`config.mk`:
```
export PLATFORM = sky130hd
export DESIGN_NAME = voice_band_iir_filter
export DESIGN_NICKNAME = d
export VERILOG_FILES = /design/src/sv/vbf_pkg.sv /design/src/sv/voice_band_iir_filter.sv /design/src/sv/vbf_mul.sv /design/src/sv/vbf_seq.sv
export SDC_FILE = /design/constraint.sdc
export NUM_CORES = 2
export LEC_CHECK = 0
export BUFFER_PORTS_ARGS = -buffer_cell sky130_fd_sc_hd__buf_2
export CAP_MARGIN = 15
export CORE_AREA = 4 4 315 317
export CTS_BUF_LIST = sky130_fd_sc_hd__clkbuf_16
export DETAILED_ROUTE_END_ITERATION = 8
export DIE_AREA = 0 0 319 321
export GPL_ROUTABILITY_DRIVEN = 0
export PLACE_DENSITY_LB_ADDON = 0.2
export SYNTH_ARGS = -nofsm -noshare
export SYNTH_HDL_FRONTEND = slang
export SYNTH_SLANG_ARGS = --single-unit
export TNS_END_PERCENT = 1
```
`constraint.sdc`:
```
create_clock -name clk -period 24.3 [get_ports clk]
set_input_delay 1.215 -clock clk [delete_from_list [all_inputs] [get_ports clk]]
set_output_delay 1.215 -clock clk [all_outputs]
set_load 0.02 [all_outputs]
```
`src/sv/vbf_pkg.sv`:
```
// Shared constants, control struct and fixed-point helpers for the voice-band filter.
package vbf_pkg;

	// State format: signed 32 bits with this many fraction bits
	localparam int STATE_FRACTION_BITS = 24;
	localparam int IN_SHIFT = STATE_FRACTION_BITS - 15;
	localparam int COEF_SHIFT = 16;

	// Shared multiplier widths: signed operand times unsigned 16-bit value
	localparam int OPA_W = 35;
	localparam int OPB_W = 16;
	localparam int PROD_W = OPA_W + OPB_W + 1;

	// Configuration register indexes and reset values
	localparam int CFG_IDX_W = 8;
	localparam logic [CFG_IDX_W-1:0] CFG_HP_ALPHA = CFG_IDX_W'(0);
	localparam logic [CFG_IDX_W-1:0] CFG_LP_ALPHA = CFG_IDX_W'(1);
	localparam logic [15:0] HP_ALPHA_RST = 16'd63540;
	localparam logic [15:0] LP_ALPHA_RST = 16'd39240;

	// Output gain applied to the clamped low-pass value
	localparam logic [OPB_W-1:0] OUT_GAIN = OPB_W'(32767);

	// Full scale (one) in state format
	localparam logic signed [OPA_W-1:0] STATE_ONE = OPA_W'(64'sd1 <<< STATE_FRACTION_BITS);

	// Sequencer to datapath controls
	typedef struct packed {
		logic load_in;   // item accepted: form the high-pass difference
		logic do_hp;     // product holds the high-pass term
		logic do_lp;     // product holds the low-pass term
		logic do_out;    // product holds the output term, output register free
	} vbf_ctl_t;

	// Divide by 2^s, round to nearest, ties away from zero
	function automatic logic signed [PROD_W-1:0] round_shift(
		input logic signed [PROD_W-1:0] v,
		input int unsigned s
	);
		logic neg;
		logic [PROD_W-1:0] mag;
		neg = v[PROD_W-1];
		mag = neg ? PROD_W'(-v) : PROD_W'(v);
		mag = (mag + (PROD_W'(1) << (s - 1))) >> s;
		return neg ? -$signed(mag) : $signed(mag);
	endfunction

	// Saturate to the signed 32-bit range
	function automatic logic signed [31:0] sat32(input logic signed [PROD_W-1:0] v);
		logic signed [PROD_W-1:0] max_v;
		logic signed [PROD_W-1:0] min_v;
		max_v = PROD_W'(64'sh7FFF_FFFF);
		min_v = -PROD_W'(64'sh8000_0000);
		if (v > max_v) begin
			return 32'sh7FFF_FFFF;
		end else if (v < min_v) begin
			return 32'sh8000_0000;
		end
		return v[31:0];
	endfunction

endpackage

```
`src/sv/voice_band_iir_filter.sv`:
```
// Top level: first-order high-pass then low-pass voice-band filter, one shared multiplier.
//
// Usage:
//  - Input channel (in_valid/in_ready, sample_in): one signed 16-bit PCM sample
//    per item. in_ready is high only while the sequencer is idle.
//  - Output channel (out_valid/out_ready, sample_out): one filtered sample per
//    input item, held in an output register until taken.
//  - Config channel (cfg_valid/cfg_ready, cfg_index, cfg_data): index 0 is the
//    high-pass alpha, index 1 the low-pass alpha (unsigned Q0.16). cfg_ready
//    is always high; other indexes are ignored. Write only while idle.
//  - Timing: from acceptance to out_valid an item steps through the states
//    MHP, HP, MLP, LP, MOUT and OUT, and the next item is taken the cycle
//    after the result is loaded, so one item is in flight at a time. The
//    steps are set by three dependent products (high-pass, low-pass, output
//    gain) through the one multiplier, each a multiply and a round/saturate state.
//  - Stall: while the output register is full and out_ready is low, the last
//    step waits; the next input is accepted once that result is loaded.
//  - Reset: filter state clears to zero, alphas return to their defaults
//    (80 Hz and 3800 Hz at 16 kHz), no result pending.
module voice_band_iir_filter
	import vbf_pkg::*;
(
	input  logic                 clk,
	input  logic                 arst_n,
	input  logic                 cfg_valid,
	output logic                 cfg_ready,
	input  logic [CFG_IDX_W-1:0] cfg_index,
	input  logic [15:0]          cfg_data,
	input  logic                 in_valid,
	output logic                 in_ready,
	input  logic signed [15:0]   sample_in,
	output logic                 out_valid,
	input  logic                 out_ready,
	output logic signed [15:0]   sample_out
);

	logic [15:0]              hp_alpha_q;
	logic [15:0]              lp_alpha_q;
	logic signed [15:0]       prior_q;
	logic signed [31:0]       hp_q;
	logic signed [31:0]       lp_q;
	logic signed [OPA_W-1:0]  op_a_q;
	logic        [OPB_W-1:0]  op_b_q;
	logic signed [PROD_W-1:0] prod;
	logic                     out_valid_q;
	logic signed [15:0]       out_q;
	logic                     out_free;
	vbf_ctl_t                 ctl;

	logic signed [OPA_W-1:0]  diff_in;
	logic signed [31:0]       hp_new;
	logic signed [31:0]       lp_new;
	logic signed [PROD_W-1:0] lp_sum;
	logic signed [OPA_W-1:0]  lp_clamp;
	logic signed [PROD_W-1:0] y_full;

	assign cfg_ready = 1'b1;
	assign out_free  = !out_valid_q || out_ready;

	vbf_seq u_seq (
		.clk      (clk),
		.arst_n   (arst_n),
		.in_valid (in_valid),
		.in_ready (in_ready),
		.out_free (out_free),
		.ctl      (ctl)
	);

	vbf_mul u_mul (
		.clk  (clk),
		.op_a (op_a_q),
		.op_b (op_b_q),
		.prod (prod)
	);

	// High-pass difference: hp_prev + x - x_prev, inputs scaled to state format
	assign diff_in = OPA_W'(hp_q)
		+ (OPA_W'(sample_in) <<< IN_SHIFT)
		- (OPA_W'(prior_q) <<< IN_SHIFT);

	// Round each product; saturate the high-pass and low-pass results
	assign hp_new = sat32(round_shift(prod, COEF_SHIFT));
	assign lp_sum = PROD_W'(lp_q) + round_shift(prod, COEF_SHIFT);
	assign lp_new = sat32(lp_sum);
	assign y_full = round_shift(prod, STATE_FRACTION_BITS);

	// Clamp new low-pass value to [-1, 1]
	always_comb begin
		lp_clamp = OPA_W'(lp_new);
		if (lp_clamp > STATE_ONE) begin
			lp_clamp = STATE_ONE;
		end else if (lp_clamp < -STATE_ONE) begin
			lp_clamp = -STATE_ONE;
		end
	end

	// Configuration registers
	always_ff @(posedge clk or negedge arst_n) begin
		if (!arst_n) begin
			hp_alpha_q <= HP_ALPHA_RST;
			lp_alpha_q <= LP_ALPHA_RST;
		end else if (cfg_valid) begin
			unique case (cfg_index)
				CFG_HP_ALPHA: hp_alpha_q <= cfg_data;
				CFG_LP_ALPHA: lp_alpha_q <= cfg_data;
				default: ;
			endcase
		end
	end

	// Filter state
	always_ff @(posedge clk or negedge arst_n) begin
		if (!arst_n) begin
			prior_q <= '0;
			hp_q    <= '0;
			lp_q    <= '0;
		end else begin
			if (ctl.load_in) prior_q <= sample_in;
			if (ctl.do_hp)   hp_q    <= hp_new;
			if (ctl.do_lp)   lp_q    <= lp_new;
		end
	end

	// Multiplier operands for the next product
	always_ff @(posedge clk) begin
		if (ctl.load_in) begin
			op_a_q <= diff_in;
			op_b_q <= hp_alpha_q;
		end else if (ctl.do_hp) begin
			op_a_q <= OPA_W'(hp_new) - OPA_W'(lp_q);
			op_b_q <= lp_alpha_q;
		end else if (ctl.do_lp) begin
			op_a_q <= lp_clamp;
			op_b_q <= OUT_GAIN;
		end
	end

	// Output register
	always_ff @(posedge clk or negedge arst_n) begin
		if (!arst_n) begin
			out_valid_q <= 1'b0;
		end else if (ctl.do_out) begin
			out_valid_q <= 1'b1;
		end else if (out_ready) begin
			out_valid_q <= 1'b0;
		end
	end

	always_ff @(posedge clk) begin
		if (ctl.do_out) out_q <= y_full[15:0];
	end

	assign out_valid  = out_valid_q;
	assign sample_out = out_q;

endmodule

```
`src/sv/vbf_mul.sv`:
```
// Shared multiplier with registered product.
module vbf_mul
	import vbf_pkg::*;
(
	input  logic                     clk,
	input  logic signed [OPA_W-1:0]  op_a,
	input  logic        [OPB_W-1:0]  op_b,
	output logic signed [PROD_W-1:0] prod
);

	logic signed [PROD_W-1:0] prod_q;

	// Unsigned coefficient widened with a zero sign bit
	always_ff @(posedge clk) begin
		prod_q <= PROD_W'(op_a * $signed({1'b0, op_b}));
	end

	assign prod = prod_q;

endmodule

```
`src/sv/vbf_seq.sv`:
```
// Sequencer stepping one item through the shared multiplier.
module vbf_seq
	import vbf_pkg::*;
(
	input  logic     clk,
	input  logic     arst_n,
	input  logic     in_valid,
	output logic     in_ready,
	input  logic     out_free,
	output vbf_ctl_t ctl
);

	localparam logic [2:0] ST_IDLE = 3'd0;
	localparam logic [2:0] ST_MHP  = 3'd1;
	localparam logic [2:0] ST_HP   = 3'd2;
	localparam logic [2:0] ST_MLP  = 3'd3;
	localparam logic [2:0] ST_LP   = 3'd4;
	localparam logic [2:0] ST_MOUT = 3'd5;
	localparam logic [2:0] ST_OUT  = 3'd6;

	logic [2:0] state_q;
	logic [2:0] state_d;

	assign in_ready = (state_q == ST_IDLE);

	// Controls decoded from the state
	always_comb begin
		ctl.load_in = (state_q == ST_IDLE) && in_valid;
		ctl.do_hp   = (state_q == ST_HP);
		ctl.do_lp   = (state_q == ST_LP);
		ctl.do_out  = (state_q == ST_OUT) && out_free;
	end

	// Next state
	always_comb begin
		state_d = state_q;
		unique case (state_q)
			ST_IDLE: if (in_valid) state_d = ST_MHP;
			ST_MHP:  state_d = ST_HP;
			ST_HP:   state_d = ST_MLP;
			ST_MLP:  state_d = ST_LP;
			ST_LP:   state_d = ST_MOUT;
			ST_MOUT: state_d = ST_OUT;
			ST_OUT:  if (out_free) state_d = ST_IDLE;
			default: state_d = ST_IDLE;
		endcase
	end

	always_ff @(posedge clk or negedge arst_n) begin
		if (!arst_n) begin
			state_q <= ST_IDLE;
		end else begin
			state_q <= state_d;
		end
	end

endmodule
```
== Yosys cells after proc, flatten, opt, wreduce, memory -nomap -nowiden ==
Index checks and enable logic that the tools add are counted.

* Register bits: 235
* Bits of input ports: 45
* Output and inout bits: 19
* Word-level logic and storage cells: 73

* Add/sub/neg operators: 9
* Multipliers: 1
* $lt $le $gt $ge: 6
* Eq/ne operators: 9
* Multiplexer cells: 26
* Reductions and logical operators: 11

{| class="wikitable"
|+ Operators by type and width
! operator !! number
|-
| two-way mux 32 bit || 6
|-
| two-way mux 35 bit || 5
|-
| greater-than comparator 52 x 32 -> 1 bit (second input constant) || 2
|-
| < comparator 52 x 32 -> 1 bit (second input constant) || 2
|-
| two-way mux 52 bit || 2
|-
| two-way mux 16 bit || 4
|-
| adder 32 x 52 -> 52 bit || 1
|-
| adder 52 x 16 -> 52 bit (second input constant) || 1
|-
| multiplier 35 x 17 -> 52 bit || 1
|-
| negator 36 -> 52 bit || 1
|-
| negator 52 bit || 1
|-
| adder 40 x 24 -> 40 bit (second input constant) || 1
|-
| subtractor 33 x 25 -> 34 bit || 1
|-
| adder 32 x 25 -> 33 bit || 1
|-
| subtractor 32 x 32 -> 33 bit || 1
|-
| greater-than comparator 32 x 26 -> 1 bit (second input constant) || 1
|-
| < comparator 32 x 25 -> 1 bit (second input constant) || 1
|-
| one-hot mux 3 bit (7 select lines) || 1
|-
| negator 16 bit || 1
|-
| == test 3 bit (second input constant) || 3
|-
| == test 8 x 1 -> 1 bit (second input constant) || 1
|-
| logical NOT 8 bit || 1
|-
| == test 3 x 2 -> 1 bit (second input constant) || 2
|-
| two-way mux 1 bit || 6
|-
| 11 further kinds || 15
|}

== Logic depth before layout (Yosys ltp) ==
* Word-level depth: 16
* Mapped depth: 52
* Mapped depth without buffers: 43

== Modules after synthesis ==
Synthesis repeated with hierarchy kept, for this count alone.

* Cell total of the unflattened synthesis: 4,570
* Area, all modules: 39,295.2 um^2

{| class="wikitable"
|+ Modules (own cells, without submodules)
! module !! instances !! cells each !! area an instance (um^2)
|-
| vbf_mul || 1 || 2,369 || 20,885.0
|-
| voice_band_iir_filter || 1 || 2,184 || 18,248.8
|-
| vbf_seq || 1 || 17 || 161.4
|}

== Worst setup path before layout ==
No wires, ideal clock.

* Kind: reg2reg
* Start: register u_mul.prod_q[51], in the netlist u_mul.prod[51]
* End: register op_a_q[16], data pin
* Library setup time: 0.157 ns
* Data arrival time: 11.170 ns
* Path slack: 12.973 ns
* Cell stages (with the launch flop): 45
* Path buffers: 10
* Clock period less this slack: 11.327 ns
* Cells stage by stage: dfxtp_1 clkbuf_1 buf_1 clkbuf_1 clkbuf_1 buf_1 clkbuf_1 buf_1 clkbuf_1 clkbuf_1 o21ai_0 xnor2_1 ha_1 nor4bb_1 mux2_2 o2bb2ai_1 or2_2 or4_1 [9 not listed] a21oi_1 o41ai_1 o31ai_1 a221o_1 nor2_1 xnor2_1 or4_1 or4b_2 a2111oi_2 and4b_1 nand4b_1 o21ai_0 nand4_1 ha_1 nor2_1 nand3b_4 buf_6 o221ai_2

* Word-level cells in the longest chain between the ends: 16

{| class="wikitable"
|+ Ends and longest elaborated chain
! what !! RTL line !! source
|-
| start, declared || vbf_mul.sv:11 || <nowiki>logic signed [PROD_W-1:0] prod_q;</nowiki>
|-
| start signal, assigned || vbf_mul.sv:15 || <nowiki>prod_q <= PROD_W'(op_a * $signed({1'b0, op_b}));</nowiki>
|-
| negator 52 bit || -- ||
|-
| two-way mux 52 bit || -- ||
|-
| adder 52 x 16 -> 52 bit || vbf_pkg.sv:44 || <nowiki>mag = (mag + (PROD_W'(1) << (s - 1))) >> s;</nowiki>
|-
| negator 36 -> 52 bit || vbf_pkg.sv:45 || <nowiki>return neg ? -$signed(mag) : $signed(mag);</nowiki>
|-
| two-way mux 52 bit * || vbf_pkg.sv:45 ||
|-
| adder 32 x 52 -> 52 bit || voice_band_iir_filter.sv:83 || <nowiki>assign lp_sum = PROD_W'(lp_q) + round_shift(prod, COEF_SHIFT);</nowiki>
|-
| < comparator 52 x 32 -> 1 bit || vbf_pkg.sv:56 || <nowiki>end else if (v < min_v) begin</nowiki>
|-
| two-way mux 1 bit || vbf_pkg.sv:56 ||
|-
| two-way mux 1 bit || vbf_pkg.sv:54 || <nowiki>if (v > max_v) begin</nowiki>
|-
| two-way mux 32 bit || vbf_pkg.sv:59 || <nowiki>return v[31:0];</nowiki>
|-
| < comparator 32 x 25 -> 1 bit || voice_band_iir_filter.sv:92 || <nowiki>end else if (lp_clamp < -STATE_ONE) begin</nowiki>
|-
| two-way mux 35 bit || voice_band_iir_filter.sv:92 ||
|-
| two-way mux 35 bit || voice_band_iir_filter.sv:90 || <nowiki>if (lp_clamp > STATE_ONE) begin</nowiki>
|-
| two-way mux 35 bit || voice_band_iir_filter.sv:132 || <nowiki>end else if (ctl.do_lp) begin</nowiki>
|-
| two-way mux 35 bit * || voice_band_iir_filter.sv:129 || <nowiki>end else if (ctl.do_hp) begin</nowiki>
|-
| two-way mux 35 bit * || voice_band_iir_filter.sv:126 || <nowiki>if (ctl.load_in) begin</nowiki>
|-
| end signal, assigned || voice_band_iir_filter.sv:127 || <nowiki>op_a_q <= diff_in;</nowiki>
|-
| end signal, assigned || voice_band_iir_filter.sv:130 || <nowiki>op_a_q <= OPA_W'(hp_new) - OPA_W'(lp_q);</nowiki>
|-
| end signal, assigned || voice_band_iir_filter.sv:133 || <nowiki>op_a_q <= lp_clamp;</nowiki>
|-
| end, declared || voice_band_iir_filter.sv:42 || <nowiki>logic signed [OPA_W-1:0] op_a_q;</nowiki>
|}

Every way passes the cells marked *; elsewhere a longest branch is shown, timed or not. The select of a mux whose other input is x is not followed.
A chain may end at the register's enable or synchronous reset.

== Worst setup path after layout ==
* Start: register u_mul.prod_q[7], in the netlist u_mul.prod[7]
* End: register op_a_q[7], data pin

* Word-level cells in the longest chain between the ends: 16

{| class="wikitable"
|+ Ends and longest elaborated chain
! what !! RTL line
|-
| negator 52 bit || --
|-
| two-way mux 52 bit * || --
|-
| adder 52 x 16 -> 52 bit * || vbf_pkg.sv:44
|-
| negator 36 -> 52 bit || vbf_pkg.sv:45
|-
| two-way mux 52 bit * || vbf_pkg.sv:45
|-
| adder 32 x 52 -> 52 bit || voice_band_iir_filter.sv:83
|-
| < comparator 52 x 32 -> 1 bit || vbf_pkg.sv:56
|-
| two-way mux 1 bit || vbf_pkg.sv:56
|-
| two-way mux 1 bit || vbf_pkg.sv:54
|-
| two-way mux 32 bit || vbf_pkg.sv:59
|-
| < comparator 32 x 25 -> 1 bit || voice_band_iir_filter.sv:92
|-
| two-way mux 35 bit || voice_band_iir_filter.sv:92
|-
| two-way mux 35 bit || voice_band_iir_filter.sv:90
|-
| two-way mux 35 bit || voice_band_iir_filter.sv:132
|-
| two-way mux 35 bit * || voice_band_iir_filter.sv:129
|-
| two-way mux 35 bit * || voice_band_iir_filter.sv:126
|}

Marks and branches as above.

==> impl_metrics.ini <==
[drt]
drt-total-wl_um = 110300
drt.antenna.violating_nets = 0
number_of_drc_markers_in_iteration_0 = 1871
top_signal_layer_used = met5
route.detailed.wl_per_inst_um = 19.52
wl_met2_um = 54650
vias = 30303
firstDrtPassIters = 6
vias_per_cell = 5.363
routed_metal_1_wirelength_um = 47740
met3_length_um = 4432
drc = 0

[grt]
number_of_antenna_violations_at_the_first_check_in_global_routing = 5
grt_pass1_wl_um = 176600
maximum_number_of_pins_on_one_net_before_global_route_repair = 68
grtUsageTotal_pct = 21.68
first_global_vias = 30919
gr-total-overflow = 0

[floorplan]
floorplan.die_area_um2 = 102400
io_pins = 64
num_rows = 114
floorplan.die.height_um = 321
dieWidth_um = 319
starting_density_pct = 39.73
area_of_the_core_um2 = 96280

[synthesis]
synth_simple_gate_area_share_pct = 17.50
ys_seq_elements = 234
synthFlopType = sky130_fd_sc_hd__dfrtp_1
synthesis.area_um2 = 38250
share_of_the_synthesized_netlist_area_taken_by_xor_and_xnor_gates_pct = 6.104
yosysWarnings = 0
number_of_enable_flip_flop_cells_after_synthesis = 66
combinational_family_with_the_most_area_after_synthesis = adder cells
most_frequently_used_cell_type_in_the_post_synthesis_netlist = sky130_fd_sc_hd__inv_1
yosys.area_share.adder_pct = 36.56
synth_common_cells = sky130_fd_sc_hd__inv_1, sky130_fd_sc_hd__fa_1, sky130_fd_sc_hd__nand2_1
share_of_the_synthesized_area_in_compound_gates_ao_oa_aoi_oai_pct = 12.76
synthCells = 4390
syn_area_per_cell_um2 = 8.713
post-synth-top-area-fraction_pct = 28.58
synth_top_area_cell = sky130_fd_sc_hd__fa_1
biggest_area_contributors_in_the_synthesized_netlist = sky130_fd_sc_hd__fa_1, sky130_fd_sc_hd__ha_1, sky130_fd_sc_hd__inv_1
synth_mux_area_share_pct = 2.156
synth-async-reset-ratio_pct = 49.57
yosysSeqAreaShare_pct = 15.54
postSynthNetCount = 5225
ys_types = 100

[worst_setup_path]
timing.critical_path.to_type = flop
crit_path_max_incr_delay_ps = 900
slowest_stage = sky130_fd_sc_hd__a41o_1
timing.setup.critical_path_class = flop to flop
critical_path.max_fanout = 33
worstPathArrival_ps = 12250
start_kind = flop
required_ps = 24750

[outcome]
outcome = finished, final reports clean

[sta]
setup_total_negative_slack_ps = 0
setup_violations = 0
clock.fmax_mhz = 84.71
final_min_period_over_clock_period_pct = 48.58
worst_slew_margin_rel_pct = 25.90
timing.clock.skew_ps = 47.28
rsz0062_at_grt = false
final-max-slew-violation-count = 0
report.final.hold_viol_count = 0
max_slew.worst_pin.slew_ps = 1108
min_period_ps = 11810

[run]
reported_max_cap_violation_count = 0

[clock_network]
cts_num_sinks = 234
cts.clk_slew.worst_paths_ps = 60
numCtsBuffers = 31
clkLatencyLatePin_ps = 620
cts_hold_repair.buffers = 0
cts_setup_buffers = 0
clock-root-buffer = sky130_fd_sc_hd__clkbuf_16
htreeDepth = 1
post_cts_resized = 0
cts-root-to-sink-buffers = 3
tritoncts = done

[finish]
multiInputGateArea_um2 = 28740
layout-area-overhead-vs-synth_pct = 6.938
drive_gt1_share_pct = 6.584
fillCellCount = 9786
diode_count = 0
finalNetCount = 5184
layout.area.seq_um2 = 5947

[place]
port_buffers = 62
dpl.hpwl_um = 85340

[min_path]
timing.hold.worst.class = flop to flop
critical path: cells and delay by family (launching register included):
family	cells	cell delay, ps
adder cells (fa/ha/maj)	3	920
AO/OA/AOI/OAI	16	5150
XOR/XNOR	2	280
AND/OR/NAND/NOR	15	4500
buffers and inverters	1	270
multiplexers	1	240
flip-flops	1	300
flip-flops by register name, summed over array words and instances (netlist names), 3 cells and up:
name and count:
u_mul.prod 52, prior_q 16, hp_alpha_q 16, hp_q 32, sample_out 16, u_seq.state_q 3, op_a_q 34, op_b_q 16
lp_q 32, lp_alpha_q 16
logic make-up (layout without fill, tap and decap cells):
group                      after synthesis  in the layout
buffers and inverters                  942            926
xor gates and xnor gates               265            265
DFF                                    234            234
and+or+nand+nor                       1352           1352
adders and majority gates              790            790
muxes                                   74             74
other                                    1              1
AOI/OAI and AO/OA                      732            732
cell usage in the layout (no fill, tap or decap), drive strengths merged, types with 14 or more instances in the layout:
cell type	n
a31oi	22
fa	546
nand3	72
o21ai	189
o21bai	16
nor4	27
o21a	29
o22a	15
o31a	16
o211ai	15
nor2	170
nand2b	33
xor2	78
dfstp	14
a22oi	19
dfrtp	102
a21oi	144
clkbuf	36
o31ai	31
nor2b	26
and3	35
nor3	79
or3	37
inv	766
nand2	542
a21o	87
or2	18
edfxtp	66
xnor2	186
buf	112
mux2	67
a211oi	29
or4	18
ha	244
and2	227
nand4	23
dfxtp	52
area by class of cell:
type,instances,area share (%)
Sequential cell,234,14.54
Tap cell,1276,3.903
Multi-Input combinational cell,3214,70.26
Clock inverter,22,0.4711
Inverter,756,6.944
Clock buffer,36,2.202
Timing Repair Buffer,112,1.682
metal layers:
| layer | up-vias | track usage, % |
|---|---|---|
| li1 | 14173 | - |
| met3 | 144 | 1.617 |
| met2 | 712 | 38.28 |
| met1 | 15272 | 28.68 |
| met4 | 2 | 6.286 |
| met5 | - | 0 |
path summary, 6_finish.rpt:
check	slack, ps	endpoint	from	cells past startpoint
min	500	hp_q[0]	hp_q[0]	2
min reg2reg	500	hp_q[0]	hp_q[0]	2
min in group asynchronous	660	out_valid	arst_n	1
max	12490	op_a_q[7]	u_mul.prod[7]	38
max in group asynchronous	22150	lp_alpha_q[7]	arst_n	2
max reg2reg	12490	op_a_q[7]	u_mul.prod[7]	38
through the flow:
stage	area, um^2	setup slack, ps	util [%]	instances	hold WS (ps)
floorplan	38250	12970	-	4390	449.7
global placement	39810	12660	41.35	5592	473.6
detailed placement	39810	12550	41.35	5592	480.1
CTS	40900	12480	42.48	5650	494.2
global route	40900	11430	42.48	5650	516.9
finish	40900	12490	42.48	5650	496.7
Power is not shown: default switching activity piles up to over one toggle a cycle in this logic, so the estimate is an artifact.
